**config.mk**
```make
export PLATFORM = sky130hd
export DESIGN_NAME = utf16_to_utf8_encoder_unit
export DESIGN_NICKNAME = d
export VERILOG_FILES = /design/src/sv/u16u8_pkg.sv /design/src/sv/u16u8_front.sv /design/src/sv/u16u8_fifo.sv /design/src/sv/u16u8_back.sv /design/src/sv/utf16_to_utf8_encoder_unit.sv
export VERILOG_INCLUDE_DIRS = /design/src /design/src/sv
export SDC_FILE = /design/constraint.sdc
export NUM_CORES = 1
export LEC_CHECK = 0
export BUFFER_PORTS_ARGS = -buffer_cell sky130_fd_sc_hd__buf_2
export CORE_ASPECT_RATIO = 0.7
export CORE_MARGIN = 1
export CORE_UTILIZATION = 54
export CTS_BUF_LIST = sky130_fd_sc_hd__clkbuf_4
export DETAILED_ROUTE_END_ITERATION = 12
export GPL_TIMING_DRIVEN = 0
export HOLD_SLACK_MARGIN = 0.15
export PLACE_DENSITY = 0.73
export SLEW_MARGIN = 20
export SYNTH_ARGS = -nofsm -noshare
export SYNTH_HDL_FRONTEND = slang
export SYNTH_SLANG_ARGS = --single-unit
```
**constraint.sdc**
```tcl
create_clock -name clk -period 8.9 [get_ports clk]
set_input_delay 1.78 -clock clk [delete_from_list [all_inputs] [get_ports clk]]
set_output_delay 1.78 -clock clk [all_outputs]
set_load 0.01 [all_outputs]
```
**src/sv/utf16_to_utf8_encoder_unit_assert.svh**
```systemverilog
// Assertion macros for the UTF-16 to UTF-8 encoder unit.
`ifndef UTF16_TO_UTF8_ENCODER_UNIT_ASSERT_SVH
`define UTF16_TO_UTF8_ENCODER_UNIT_ASSERT_SVH
`ifndef SYNTHESIS
`define U16U8_ASSERT_IMPLIES(label, clk, rst_n, cond, prop) \
	label: assert property (@(posedge clk) disable iff (!rst_n) (cond) |-> (prop)) \
		else $error("assertion failed");
`define U16U8_ASSERT_NEXT(label, clk, rst_n, cond, prop) \
	label: assert property (@(posedge clk) disable iff (!rst_n) (cond) |=> (prop)) \
		else $error("assertion failed");
`else
`define U16U8_ASSERT_IMPLIES(label, clk, rst_n, cond, prop)
`define U16U8_ASSERT_NEXT(label, clk, rst_n, cond, prop)
`endif
`endif

```
**src/sv/u16u8_pkg.sv**
```systemverilog
// Types and constants shared by the UTF-16 to UTF-8 encoder modules.
`default_nettype none
package u16u8_pkg;
	localparam logic [15:0] ONE_BYTE_MAX = 16'h007F;
	localparam logic [15:0] TWO_BYTE_MAX = 16'h07FF;
	localparam logic [15:0] SURR_HI_MIN  = 16'hD800;
	localparam logic [15:0] SURR_HI_MAX  = 16'hDBFF;
	localparam logic [15:0] SURR_LO_MIN  = 16'hDC00;
	localparam logic [15:0] SURR_LO_MAX  = 16'hDFFF;
	localparam logic [10:0] PLANE_OFFSET = 11'd64;
	localparam logic [7:0]  ERR_BYTE     = 8'h3F;
	localparam logic [7:0]  CONT_MARK    = 8'h80;
	localparam logic [7:0]  LEAD2        = 8'hC0;
	localparam logic [7:0]  LEAD3        = 8'hE0;
	localparam logic [7:0]  LEAD4        = 8'hF0;

	typedef struct packed {
		logic [3:0][7:0] bytes;
		logic [1:0]      last_idx;
	} seq_t;

	typedef struct packed {
		logic valid;
		seq_t seq;
	} seq_wr_t;

	typedef struct packed {
		logic empty;
		seq_t seq;
	} seq_rd_t;
endpackage
`default_nettype wire

```
**src/sv/u16u8_front.sv**
```systemverilog
// Front end: accepts code units, tracks the held surrogate and builds byte sequences.
`default_nettype none
module u16u8_front (
	input  wire logic              clk,
	input  wire logic              arst_n,
	input  wire logic              push,
	input  wire logic [15:0]       code_unit,
	input  wire logic              final_unit,
	output logic                   full,
	input  wire logic              wr_ready,
	output u16u8_pkg::seq_wr_t     wr,
	output logic                   pending
);
	logic            pending_q;
	logic [9:0]      hi_bits_q;
	logic            is_hi;
	logic            is_lo;
	logic            pair;
	logic            accept;
	logic [2:0][7:0] f;
	logic [1:0]      fcnt;
	logic [10:0]     upper;
	logic [20:0]     cp;

	always_comb begin
		is_hi = (code_unit >= u16u8_pkg::SURR_HI_MIN) && (code_unit <= u16u8_pkg::SURR_HI_MAX);
		is_lo = (code_unit >= u16u8_pkg::SURR_LO_MIN) && (code_unit <= u16u8_pkg::SURR_LO_MAX);
		f     = '0;
		priority if (code_unit <= u16u8_pkg::ONE_BYTE_MAX) begin
			f[0] = code_unit[7:0];
			fcnt = 2'd1;
		end else if (code_unit <= u16u8_pkg::TWO_BYTE_MAX) begin
			f[0] = u16u8_pkg::LEAD2 | {3'b000, code_unit[10:6]};
			f[1] = u16u8_pkg::CONT_MARK | {2'b00, code_unit[5:0]};
			fcnt = 2'd2;
		end else if (is_hi) begin
			fcnt = 2'd0;
		end else if (is_lo) begin
			f[0] = u16u8_pkg::ERR_BYTE;
			fcnt = 2'd1;
		end else begin
			f[0] = u16u8_pkg::LEAD3 | {4'b0000, code_unit[15:12]};
			f[1] = u16u8_pkg::CONT_MARK | {2'b00, code_unit[11:6]};
			f[2] = u16u8_pkg::CONT_MARK | {2'b00, code_unit[5:0]};
			fcnt = 2'd3;
		end

		upper = {1'b0, hi_bits_q} + u16u8_pkg::PLANE_OFFSET;
		cp    = {upper[10:0], code_unit[9:0]};
		pair  = pending_q && is_lo;

		wr.seq = '0;
		priority if (pair) begin
			wr.seq.bytes[0] = u16u8_pkg::LEAD4 | {5'b00000, cp[20:18]};
			wr.seq.bytes[1] = u16u8_pkg::CONT_MARK | {2'b00, cp[17:12]};
			wr.seq.bytes[2] = u16u8_pkg::CONT_MARK | {2'b00, cp[11:6]};
			wr.seq.bytes[3] = u16u8_pkg::CONT_MARK | {2'b00, cp[5:0]};
			wr.seq.last_idx = 2'd3;
		end else if (pending_q) begin
			wr.seq.bytes[0]   = u16u8_pkg::ERR_BYTE;
			wr.seq.bytes[3:1] = f;
			wr.seq.last_idx   = fcnt;
		end else begin
			wr.seq.bytes[2:0] = f;
			wr.seq.last_idx   = fcnt - 2'd1;
		end

		accept   = push && wr_ready;
		wr.valid = accept && (pending_q || (fcnt != 2'd0));
	end

	assign full    = !wr_ready;
	assign pending = pending_q;

	always_ff @(posedge clk or negedge arst_n) begin
		if (!arst_n) begin
			pending_q <= 1'b0;
		end else if (accept) begin
			pending_q <= is_hi && !final_unit;
		end
	end

	always_ff @(posedge clk) begin
		if (accept && is_hi) begin
			hi_bits_q <= code_unit[9:0];
		end
	end
endmodule
`default_nettype wire

```
**src/sv/u16u8_fifo.sv**
```systemverilog
// Short queue of byte sequences between the front end and the byte serializer.
`default_nettype none
module u16u8_fifo #(
	parameter int Depth = 2
) (
	input  wire logic               clk,
	input  wire logic               arst_n,
	input  wire u16u8_pkg::seq_wr_t wr,
	output logic                    wr_ready,
	output u16u8_pkg::seq_rd_t      rd,
	input  wire logic               rd_pop
);
	localparam int PtrW = (Depth > 1) ? $clog2(Depth) : 1;
	localparam int CntW = $clog2(Depth + 1);
	localparam logic [PtrW-1:0] LastPtr = PtrW'(Depth - 1);
	localparam logic [CntW-1:0] FullCnt = CntW'(Depth);

	u16u8_pkg::seq_t mem_q [Depth];
	logic [PtrW-1:0] wr_ptr_q;
	logic [PtrW-1:0] rd_ptr_q;
	logic [CntW-1:0] cnt_q;
	logic            do_wr;
	logic            do_rd;

	assign wr_ready = (cnt_q != FullCnt);
	assign rd.empty = (cnt_q == '0);
	assign rd.seq   = mem_q[rd_ptr_q];
	assign do_wr    = wr.valid && wr_ready;
	assign do_rd    = rd_pop && !rd.empty;

	always_ff @(posedge clk or negedge arst_n) begin
		if (!arst_n) begin
			wr_ptr_q <= '0;
			rd_ptr_q <= '0;
			cnt_q    <= '0;
		end else begin
			if (do_wr) begin
				wr_ptr_q <= (wr_ptr_q == LastPtr) ? '0 : wr_ptr_q + 1'b1;
			end
			if (do_rd) begin
				rd_ptr_q <= (rd_ptr_q == LastPtr) ? '0 : rd_ptr_q + 1'b1;
			end
			if (do_wr && !do_rd) begin
				cnt_q <= cnt_q + 1'b1;
			end else if (do_rd && !do_wr) begin
				cnt_q <= cnt_q - 1'b1;
			end
		end
	end

	always_ff @(posedge clk) begin
		if (do_wr) begin
			mem_q[wr_ptr_q] <= wr.seq;
		end
	end
endmodule
`default_nettype wire

```
**src/sv/u16u8_back.sv**
```systemverilog
// Back end: sends the bytes of each queued sequence one at a time through an output register.
`default_nettype none
module u16u8_back (
	input  wire logic               clk,
	input  wire logic               arst_n,
	input  wire u16u8_pkg::seq_rd_t rd,
	output logic                    rd_pop,
	output logic                    empty,
	input  wire logic               pop,
	output logic [7:0]              out_byte,
	output logic                    run_last
);
	logic       out_valid_q;
	logic [7:0] out_byte_q;
	logic       run_last_q;
	logic [1:0] idx_q;
	logic       load;
	logic       at_last;

	assign load     = !rd.empty && (!out_valid_q || pop);
	assign at_last  = (idx_q == rd.seq.last_idx);
	assign rd_pop   = load && at_last;
	assign empty    = !out_valid_q;
	assign out_byte = out_byte_q;
	assign run_last = run_last_q;

	always_ff @(posedge clk or negedge arst_n) begin
		if (!arst_n) begin
			out_valid_q <= 1'b0;
			idx_q       <= '0;
		end else if (load) begin
			out_valid_q <= 1'b1;
			idx_q       <= at_last ? 2'd0 : idx_q + 2'd1;
		end else if (pop) begin
			out_valid_q <= 1'b0;
		end
	end

	always_ff @(posedge clk) begin
		if (load) begin
			out_byte_q <= rd.seq.bytes[idx_q];
			run_last_q <= at_last;
		end
	end
endmodule
`default_nettype wire

```
**src/sv/utf16_to_utf8_encoder_unit.sv**
```systemverilog
// Top level of the UTF-16 to UTF-8 encoder unit.
// Usage:
// The input side is a queue write port: an item (code_unit, final_unit) is taken at a
// rising edge with push high and full low. The result side is a queue read port: while
// empty is low, out_byte and run_last show the oldest byte, which is taken at an edge
// with pop high. run_last marks the last byte caused by one item.
// Each item yields zero to four bytes. A high surrogate yields none and is held until
// the next item; final_unit drops a held surrogate once its item is handled.
// The front end decodes an item in its accept cycle and writes its whole byte sequence
// into a queue of QueueDepth entries; the back end sends one byte per cycle when not stalled.
// The first byte of an item passes through the queue and then the output register.
// The single output register holds the byte shown; the front end can take a new item
// while bytes of earlier items are still being sent, as long as the queue has room.
// When the receiver stalls, the output byte holds, the queue fills, and full rises.
// Reset clears the held surrogate, the queue and the output register.
`default_nettype none
`include "utf16_to_utf8_encoder_unit_assert.svh"
module utf16_to_utf8_encoder_unit #(
	parameter int QueueDepth = 2
) (
	input  wire logic        clk,
	input  wire logic        arst_n,
	input  wire logic        push,
	output logic             full,
	input  wire logic [15:0] code_unit,
	input  wire logic        final_unit,
	output logic             empty,
	input  wire logic        pop,
	output logic [7:0]       out_byte,
	output logic             run_last
);
	u16u8_pkg::seq_wr_t q_wr;
	u16u8_pkg::seq_rd_t q_rd;
	logic               q_wr_ready;
	logic               q_pop;
	logic               pending;
	logic               in_accept;
	logic               in_hi;

	u16u8_front u_front (
		.clk        (clk),
		.arst_n     (arst_n),
		.push       (push),
		.code_unit  (code_unit),
		.final_unit (final_unit),
		.full       (full),
		.wr_ready   (q_wr_ready),
		.wr         (q_wr),
		.pending    (pending)
	);

	u16u8_fifo #(
		.Depth (QueueDepth)
	) u_fifo (
		.clk      (clk),
		.arst_n   (arst_n),
		.wr       (q_wr),
		.wr_ready (q_wr_ready),
		.rd       (q_rd),
		.rd_pop   (q_pop)
	);

	u16u8_back u_back (
		.clk      (clk),
		.arst_n   (arst_n),
		.rd       (q_rd),
		.rd_pop   (q_pop),
		.empty    (empty),
		.pop      (pop),
		.out_byte (out_byte),
		.run_last (run_last)
	);

	assign in_accept = push && !full;
	assign in_hi     = (code_unit >= u16u8_pkg::SURR_HI_MIN) &&
		(code_unit <= u16u8_pkg::SURR_HI_MAX);

	`U16U8_ASSERT_IMPLIES(a_no_overflow, clk, arst_n, q_wr.valid, q_wr_ready)
	`U16U8_ASSERT_IMPLIES(a_no_underflow, clk, arst_n, q_pop, !q_rd.empty)
	`U16U8_ASSERT_NEXT(a_final_clears, clk, arst_n, in_accept && final_unit, !pending)
	`U16U8_ASSERT_NEXT(a_high_held, clk, arst_n, in_accept && !final_unit && in_hi, pending)
endmodule
`default_nettype wire
```
Yosys cells after proc, flatten, opt, wreduce, memory -nomap -nowiden --
Memories as Yosys holds them, arrays and structs flattened. Cells that the tools add are included.
Storage, ports and cells: register bits 27, memory bits (writable) 68, input port bits 21, output and inout port bits 11, word-level logic and storage cells 76, memories kept 1
Memories:
- u_fifo.mem_q | words 2, width 34, rd ports 1, clocked after Yosys merged registers in 0, write ports 1, RTL line u16u8_fifo.sv:18 | u16u8_pkg::seq_t mem_q [Depth];
Operators by class: add/sub/neg operators 7, $lt $le $gt $ge 7, equal/unequal tests 2, mux-type cells 25, reduce and logical (&&, ||, !) cells 25
Operators with widths (count):
- 16-bit 2-to-1 mux | 3
- 8-bit 2-to-1 mux | 5
- 34-bit 2-to-1 mux | 1
- 16-bit greater-or-equal comparator (second input constant) | 2
- 16-bit less-or-equal comparator (second input constant) | 2
- 26-bit 2-to-1 mux | 1
- 24-bit 2-to-1 mux | 1
- 8-bit binary-select mux with 2-bit select | 1
- 16-bit by 11-bit less-or-equal comparator with 1-bit output (second input constant) | 1
- 16-bit by 7-bit less-or-equal comparator with 1-bit output (second input constant) | 1
- 2-bit 2-to-1 mux | 7
- 1-bit logical AND | 13
- 10-bit by 7-bit adder with 11-bit output (second input constant) | 1
- 1-bit logical NOT | 6
- 1-bit 2-to-1 mux | 6
- 2-bit nonzero test | 3
- 2-bit by 1-bit adder with 2-bit output (second input constant) | 2
- 2-bit by 1-bit subtractor with 2-bit output (second input constant) | 2
- 2-bit by 3-bit less-than comparator with 1-bit output (second input constant) | 1
- 1-bit adder (second input constant) | 2
- 2-bit equality test | 1
- 2-bit logical NOT | 1
- 1-bit logical OR | 2
- 2-bit != test (second input constant) | 1

Depth between registers and ports, before layout --
Gate-level depths: netlist (run 1).
word-level depth 14, depth in mapped cells 11

Modules after synthesis --
From an unflattened synthesis (run 1), not the netlist that was laid out.
Second synthesis, totals: cells, all modules 302, area total of the unflattened synthesis 4593.2 um2
Modules (own cells, without submodules):
- u16u8_fifo | instances 1, cells an instance 124, area an instance 2800.2 um2
- u16u8_front | instances 1, cells an instance 138, area an instance 1124.8 um2
- u16u8_back | instances 1, cells an instance 40, area an instance 668.1 um2

Worst setup path after synthesis (run 1) --
Ideal clock, no wire load.
kind input -> register, start input port code_unit[11], end memory u_fifo.mem_q[0][0] (netlist name), enable pin, library setup time 0.425 ns, arrival time 4.712 ns, data required time 8.475 ns, path slack 3.764 ns, stages on the path 7, path buffers 0, path through nor4_1 nand2b_1 nor3_1 nor2_1 ha_1 a21oi_1 nor2b_1
Between the ends: cells in the longest elaborated chain, start to end 12, elaborated cells between the ends (all ways) 18
Ends and longest elaborated chain:
- start, declared | RTL line utf16_to_utf8_encoder_unit.sv:25 | input wire logic [15:0] code_unit,
- 16-bit greater-or-equal comparator or 16-bit less-or-equal comparator (tied branches) | RTL line u16u8_front.sv:27 | is_lo = (code_unit >= u16u8_pkg::SURR_LO_MIN) && (code_unit <= u16u8_pkg::SURR_LO_MAX);
- 1-bit logical AND | RTL line u16u8_front.sv:27
- 2-bit 2-to-1 mux | RTL line u16u8_front.sv:38 | end else if (is_lo) begin
- 2-bit 2-to-1 mux | RTL line u16u8_front.sv:36 | end else if (is_hi) begin
- 2-bit 2-to-1 mux | RTL line u16u8_front.sv:32 | end else if (code_unit <= u16u8_pkg::TWO_BYTE_MAX) begin
- 2-bit 2-to-1 mux (*) | RTL line u16u8_front.sv:29 | priority if (code_unit <= u16u8_pkg::ONE_BYTE_MAX) begin
- 2-bit nonzero test (*) | RTL line u16u8_front.sv:69 | wr.valid = accept && (pending_q || (fcnt != 2'd0));
- 1-bit logical OR (*) | RTL line u16u8_front.sv:69
- 1-bit logical AND (*) | RTL line u16u8_front.sv:69
- 1-bit logical AND (*) | RTL line u16u8_fifo.sv:28 | assign do_wr = wr.valid && wr_ready;
- via u_fifo.do_wr | RTL line u16u8_fifo.sv:22 | logic do_wr;
- 1-bit 2-to-1 mux (*) | RTL line u16u8_fifo.sv:52 | if (do_wr) begin
- 1-bit 2-to-1 mux (implied by the code) (*) | RTL line u16u8_fifo.sv:53 | mem_q[wr_ptr_q] <= wr.seq;
- end, declared | RTL line u16u8_fifo.sv:18
Mark *: on every way through the listed nets, which the timed path passes. The rest lies on a longest branch.

Worst setup path after layout (run 1) --
start input port code_unit[11], end memory u_fifo.mem_q[0][4] (netlist name), enable pin
Same word-level chain as after synthesis.

==> run metrics, run 1 <==
post-synth top area share=60.6%; Setup Buffers After CTS=0; synthesized area=4110 µm²; post-synthesis adder-cell area fraction=0.913%; IO Pins=32; CP max-delay cell=nor3_1; clk_skew=0.0143 ns; top cells by area, synth=edfxtp_1 61%, mux4_2 8.2%, dfrtp_1 4.9%; CTS tree=yes; Cell variety after synth=48; TritonCTS Sinks=91; post-layout min period=4.27 ns; Reg area=2690 µm²; Worst-Margin Slew=0.972 ns; antenna cells=0; DR iter-0 viols=176; Area growth syn-to-layout=11.8%; Avg Cell Area, Syn=15.1 µm²; Die H=75.0 µm; Peak VDD IR=0.160 mV; wire per inst=19.3 µm; Synth top cells by count=83 x edfxtp_1, 18 x nand2_1, 15 x mux4_2; clk_lat worst skew=0.45 ns; mux cell area share after synthesis=10.6%; Cell Rows=26; H-tree depth=3; die span in x=106 µm; Inserted Clock Buffers=9; fin area=4600 µm²; most frequent cell after synthesis=edfxtp_1; RSZ-0062 raised after global routing=no; synthesized instance count=272; Routed Antenna Nets=0; outcome=finished, final reports clean; Total GRT Usage=22.7%; fin util=62.8%; critical path peak fanout=24; IO Port Bufs=31; CP endpoint kind=flop; DP Area=4450 µm²; Synth Flop Type=edfxtp_1; hold buffers post-CTS=0; Multi-input gate area=1350 µm²; crit share post-route=48.0%; Final Max Tran Viols=0; Clock transition at path regs=0.14 ns; Power per Cell Area=273 nW/µm²; max-cap viol count=0; largest family of logic cells by synthesized area=multiplexers; number of synthesized flops with an enable pin=83; die footprint=7970 µm²; Bufs and invs on worst path=2; DPL Wire Length=5670 µm; initial core utilization=56.2%; Fin Setup TNS=0 ns; kind of critical path=input port to flop; final hold vios=0; Critical Path Max Stage Delay=0.54 ns; crit path DAT=4.44 ns; highest achievable clock rate=234 MHz; P_leak=1.59 nW; Synth Area in Compound Gates=10.2%; post-synth top area cell=edfxtp_1; CP Launch Type=input port; post-CTS resize count=0; vias per cell=5.97; CP Data Required Time=9.06 ns; setup violators final=0; Async S/R FF share, synth=8.79%; Pre-antenna DRT Iters=7; Simple-Gate Fraction of Synth Area=8.67%; vias in the first global route=2393; clk root buf=clkbuf_4; net count of the mapped netlist=296; Clock Path Buffers=2; core area=7320 µm²; critical path's top delay family=simple AND/OR/NAND/NOR gates; vias=2502; total grt overflow=0; pin count of the biggest net entering global routing=25; first-pass GRT wire length=12700 µm; Hold/Removal Path Class=flop to flop; antenna violations before repair=0; # fillers=549; total of warnings raised by yosys=0; Hold WS=0.501 ns; sequential share of the synthesized area=65.5%; Slew HR=35.0%; DRT Wirelength=8070 µm; flops & latches, synth=91; DRC viols=0; Final GP Congestion=0.909; layout cells sized above 1=26.8%; critical-path cell list=buf_2 -> nor4_1 -> nand2b_1 -> nor3_1 -> nor2_1 -> ha_1 -> a21oi_1 -> nor2b_4 -> buf_12; Nets=340; Synth Area in XOR/XNOR=2.13%
-- cells in the final DEF, fill, tap and decap left out, types with 3 or more instances in the layout --
cell type / instances
mux4_2: 15
dfrtp_1: 8
o2bb2ai_1: 4
edfxtp_1: 83
a22o_1: 5
xor2_1: 3
a21oi_1: 11
clkbuf_1: 8
nor3_1: 5
a211oi_1: 3
o211ai_1: 4
o22ai_1: 3
mux2_2: 7
o21ai_0: 12
nand2b_1: 3
nor2_1: 13
ha_1: 3
clkbuf_4: 9
and3_1: 6
nand2_1: 18
a21o_1: 4
a221oi_1: 3
a31oi_1: 6
inv_1: 4
xnor2_1: 7
buf_2: 33
-- worst reg2reg max path, stage by stage (launching register included) --
cell and delay, ns:
dfrtp_1 0.36, clkbuf_1 0.63, xnor2_1 0.16, nor2_1 0.28, nand2_1 0.15, ha_1 0.25, xor2_1 0.14, nor2_1 0.13
xnor2_1 0.13
-- final cells by class --
type,count,share of cell area [%]
well taps,98,2.67
multi-input cells,164,29.3
repair buffers,33,4.41
flip-flops and latches,91,58.5
clock inverters,7,1.85
inverters,4,0.326
plain buffers,13,1.44
clock buffers,9,1.47
-- where the power goes --
group          switching (W)  internal, W  total, W
Clock               0.000146    0.0000908  0.000237
Sequential         0.0000285     0.000594  0.000623
Combinational       0.000211     0.000183  0.000394
-- final timing paths --
path                                 startpoint            endpoint  slack [ns]  depth (start not counted)
worst min-delay path            u_fifo.cnt_q[1]  u_back.out_valid_q        0.50                          2
worst min register to register  u_fifo.cnt_q[1]  u_back.out_valid_q        0.50                          2
max in group asynchronous                arst_n     u_front.pending        7.58                          1
worst max-delay path              code_unit[11]  u_fifo.mem_q[0][4]        4.63                          9
min in group asynchronous                arst_n     u_back.idx_q[0]        1.15                          1
worst max register to register  u_back.idx_q[0]     u_fifo.cnt_q[1]        6.60                          8
-- kinds of logic after synthesis --
group           count (synthesis)
mux                            24
flops                          91
simple gates                   65
xor+xnor                       10
compound gates                 62
buf+inv                        17
fa+ha+maj                       3
-- sequential cells by signal (all words and copies together) (netlist names) --
register,cells
u_fifo.mem_q,64
u_front.hi_bits_q,10
u_back.out_byte,8
u_back.idx_q,2
u_fifo.cnt_q,2
u_back.out_valid_q,1
u_back.run_last,1
u_fifo.rd_ptr_q,1
u_fifo.wr_ptr_q,1
u_front.pending,1
-- routing by layer --
metal,wire [µm],track usage (%)
met4,130,8.49
met3,591,4.85
met2,3410,33.1
met5,0,0
met1,3940,34.0
-- metrics by stage --
step / setup slack, ns / cells / power, W
after floorplan: 3.76 / 272 / 0.000899
after global routing: 4.40 / 419 / 0.00132
final: 4.63 / 419 / 0.00125
after detailed placement: 4.15 / 403 / 0.00103
after CTS: 4.64 / 419 / 0.00126
after global placement: 2.45 / 401 / 0.00101
(Power assumes the default switching activity.)
==> inputs of run 2 (changes only) <==
- clock period: 8.9 -> 4.1 ns (I/O delays scaled with it)
==> run metrics, run 2 (same netlist as run 1, synthesis figures left out) <==
outcome=finished, final reports clean (unchanged); Area growth syn-to-layout=12.2% (was 11.8%); Nets=340 (unchanged); DP Area=4450 µm² (unchanged); Power per Cell Area=600 nW/µm² (was 273 nW/µm²); antenna violations before repair=0 (unchanged); layout cells sized above 1=26.8% (unchanged); CP Launch Type=input port (unchanged); H-tree depth=3 (unchanged); hold buffers post-CTS=0 (unchanged); wire per inst=20.4 µm (was 19.3 µm); TritonCTS Sinks=91 (unchanged); most common cell after layout, fill and taps aside=edfxtp_1 (unchanged); DPL Wire Length=5910 µm (was 5670 µm); initial core utilization=56.2% (unchanged); Clock power frac=20.0% (was 18.9%); vias=2574 (was 2502); max-cap viol count=0 (unchanged); CP startpoint=code_unit[12] (was code_unit[11]); commonest non-fill, non-tap cells in the layout=83 x edfxtp_1, 33 x buf_2, 18 x nand2_1 (unchanged); vias in the first global route=2312 (was 2393); Comb pwr share=31.1% (was 31.4%); pin count of the biggest net entering global routing=25 (unchanged); Final Max Tran Viols=0 (unchanged); fin cells=419 (unchanged); Clock transition at path regs=0.15 ns (was 0.14 ns); clk_skew=0.0270 ns (was 0.0143 ns); Clock Path Buffers=2 (unchanged); Slew HR=39.2% (was 35.0%); Setup Buffers After CTS=0 (unchanged); CTS tree=yes (unchanged); clk_lat worst skew=0.44 ns (was 0.45 ns); kind of critical path=input port to flop (unchanged); Hold WS=0.189 ns (was 0.501 ns); CP Data Required Time=4.24 ns (was 9.06 ns); Final GP Congestion=0.909 (about the same); clk root buf=clkbuf_4 (unchanged); DRC viols=0 (unchanged); RR Startpoint=u_back.idx_q[0] (unchanged); Seq pwr share=48.9% (was 49.7%); critical path peak fanout=24 (unchanged); vias per cell=6.14 (was 5.97); Pre-antenna DRT Iters=4 (was 7); first-pass GRT wire length=13100 µm (was 12700 µm); antenna cells=0 (unchanged); Peak VDD IR=0.313 mV (was 0.160 mV); Largest Register=u_fifo.mem_q (unchanged); final hold vios=0 (unchanged); setup violators final=0 (unchanged); crit path DAT=3.53 ns (was 4.44 ns); Die H=75.0 µm (unchanged); Worst-Margin Slew=0.909 ns (was 0.972 ns); crit share post-route=82.7%; RSZ-0062 raised after global routing=no (unchanged); max reg flops=64 (unchanged); # fillers=555 (was 549); Inserted Clock Buffers=9 (unchanged); Internal Pwr Total=0.00194 W (was 0.000868 W); P_leak=1.60 nW (was 1.59 nW); placed cells=403 (unchanged); Hold/Removal Path Class=input port to async pin (was flop to flop); post-layout min period=3.39 ns; die footprint=7970 µm² (unchanged); fin area=4610 µm² (was 4600 µm²); total grt overflow=0 (unchanged); Cell Rows=26 (unchanged); DR iter-0 viols=232 (was 176); Routed Antenna Nets=0 (unchanged); NetSw=0.000824 W (was 0.000386 W); DRT Wirelength=8550 µm (was 8070 µm); IO Port Bufs=31 (unchanged); CP endpoint kind=flop (unchanged); core area=7320 µm² (unchanged); Total GRT Usage=23.7% (was 22.7%); switching share of power=29.8% (was 30.8%); highest achievable clock rate=295 MHz; IO Pins=32 (unchanged); post-CTS resize count=0 (unchanged); die span in x=106 µm (unchanged)
## run 2: final cells by class
type	count	area (µm²)	area share, %
Inverter	4	15.0	0.325
Multi-Input combinational cell	164	1350	29.2
Timing Repair Buffer	33	203	4.39
Clock buffer	10	75.1	1.63
Tap cell	98	123	2.66
Buffer	13	66.3	1.44
Clock inverter	6	91.3	1.98
Sequential cell	91	2690	58.4
## run 2: worst max-delay path, stage by stage
cell	delay, ns
buf_2	0.14
nor4_1	0.46
nand2b_1	0.19
nor3_1	0.55
nor2_1	0.16
ha_1	0.23
a21oi_1	0.31
nor2b_4	0.41
buf_12	0.23
## run 2: worst paths after layout
kind                       slack [ns]                  end  cells after the start
max                              0.71  u_fifo.mem_q[0][18]                      9
min                              0.19   u_back.out_valid_q                      1
max reg2reg                      1.80      u_fifo.cnt_q[1]                      8
min reg2reg                      0.50   u_back.out_valid_q                      2
max in group asynchronous        3.73      u_front.pending                      1
min in group clk                 0.50   u_back.out_valid_q                      2
## run 2: metrics by stage
stage	TNS, ns	util (%)	total power, W	setup slack (ns)
2_1_floorplan	0	-	0.00195	0.515
3_3_place_gp	-27.52	60.0	0.00218	-0.517
3_5_place_dp	0	60.8	0.00225	0.271
4_1_cts	0	63.0	0.00279	0.747
5_1_grt	0	63.0	0.00290	0.412
6_report	0	63.0	0.00277	0.708
## run 2: power by group through the flow
stage               Sequential, W  Clock, W  Combinational [W]
finish                    0.00135  0.000553           0.000861
global route              0.00138  0.000594           0.000930
CTS                       0.00136  0.000564           0.000868
detailed placement        0.00138         0           0.000867
global placement          0.00137         0           0.000804
floorplan                 0.00139         0           0.000560
## run 2: per-layer routing
metal / vias up / global-route usage [%] / part of all wire, %
li1: 1176 / - / -
met1: 1259 / 34.7 / 47
met2: 119 / 34.6 / 43
met3: 20 / 6.49 / 8.3
met4: 0 / 8.02 / 1.9
met5: - / 0 / 0
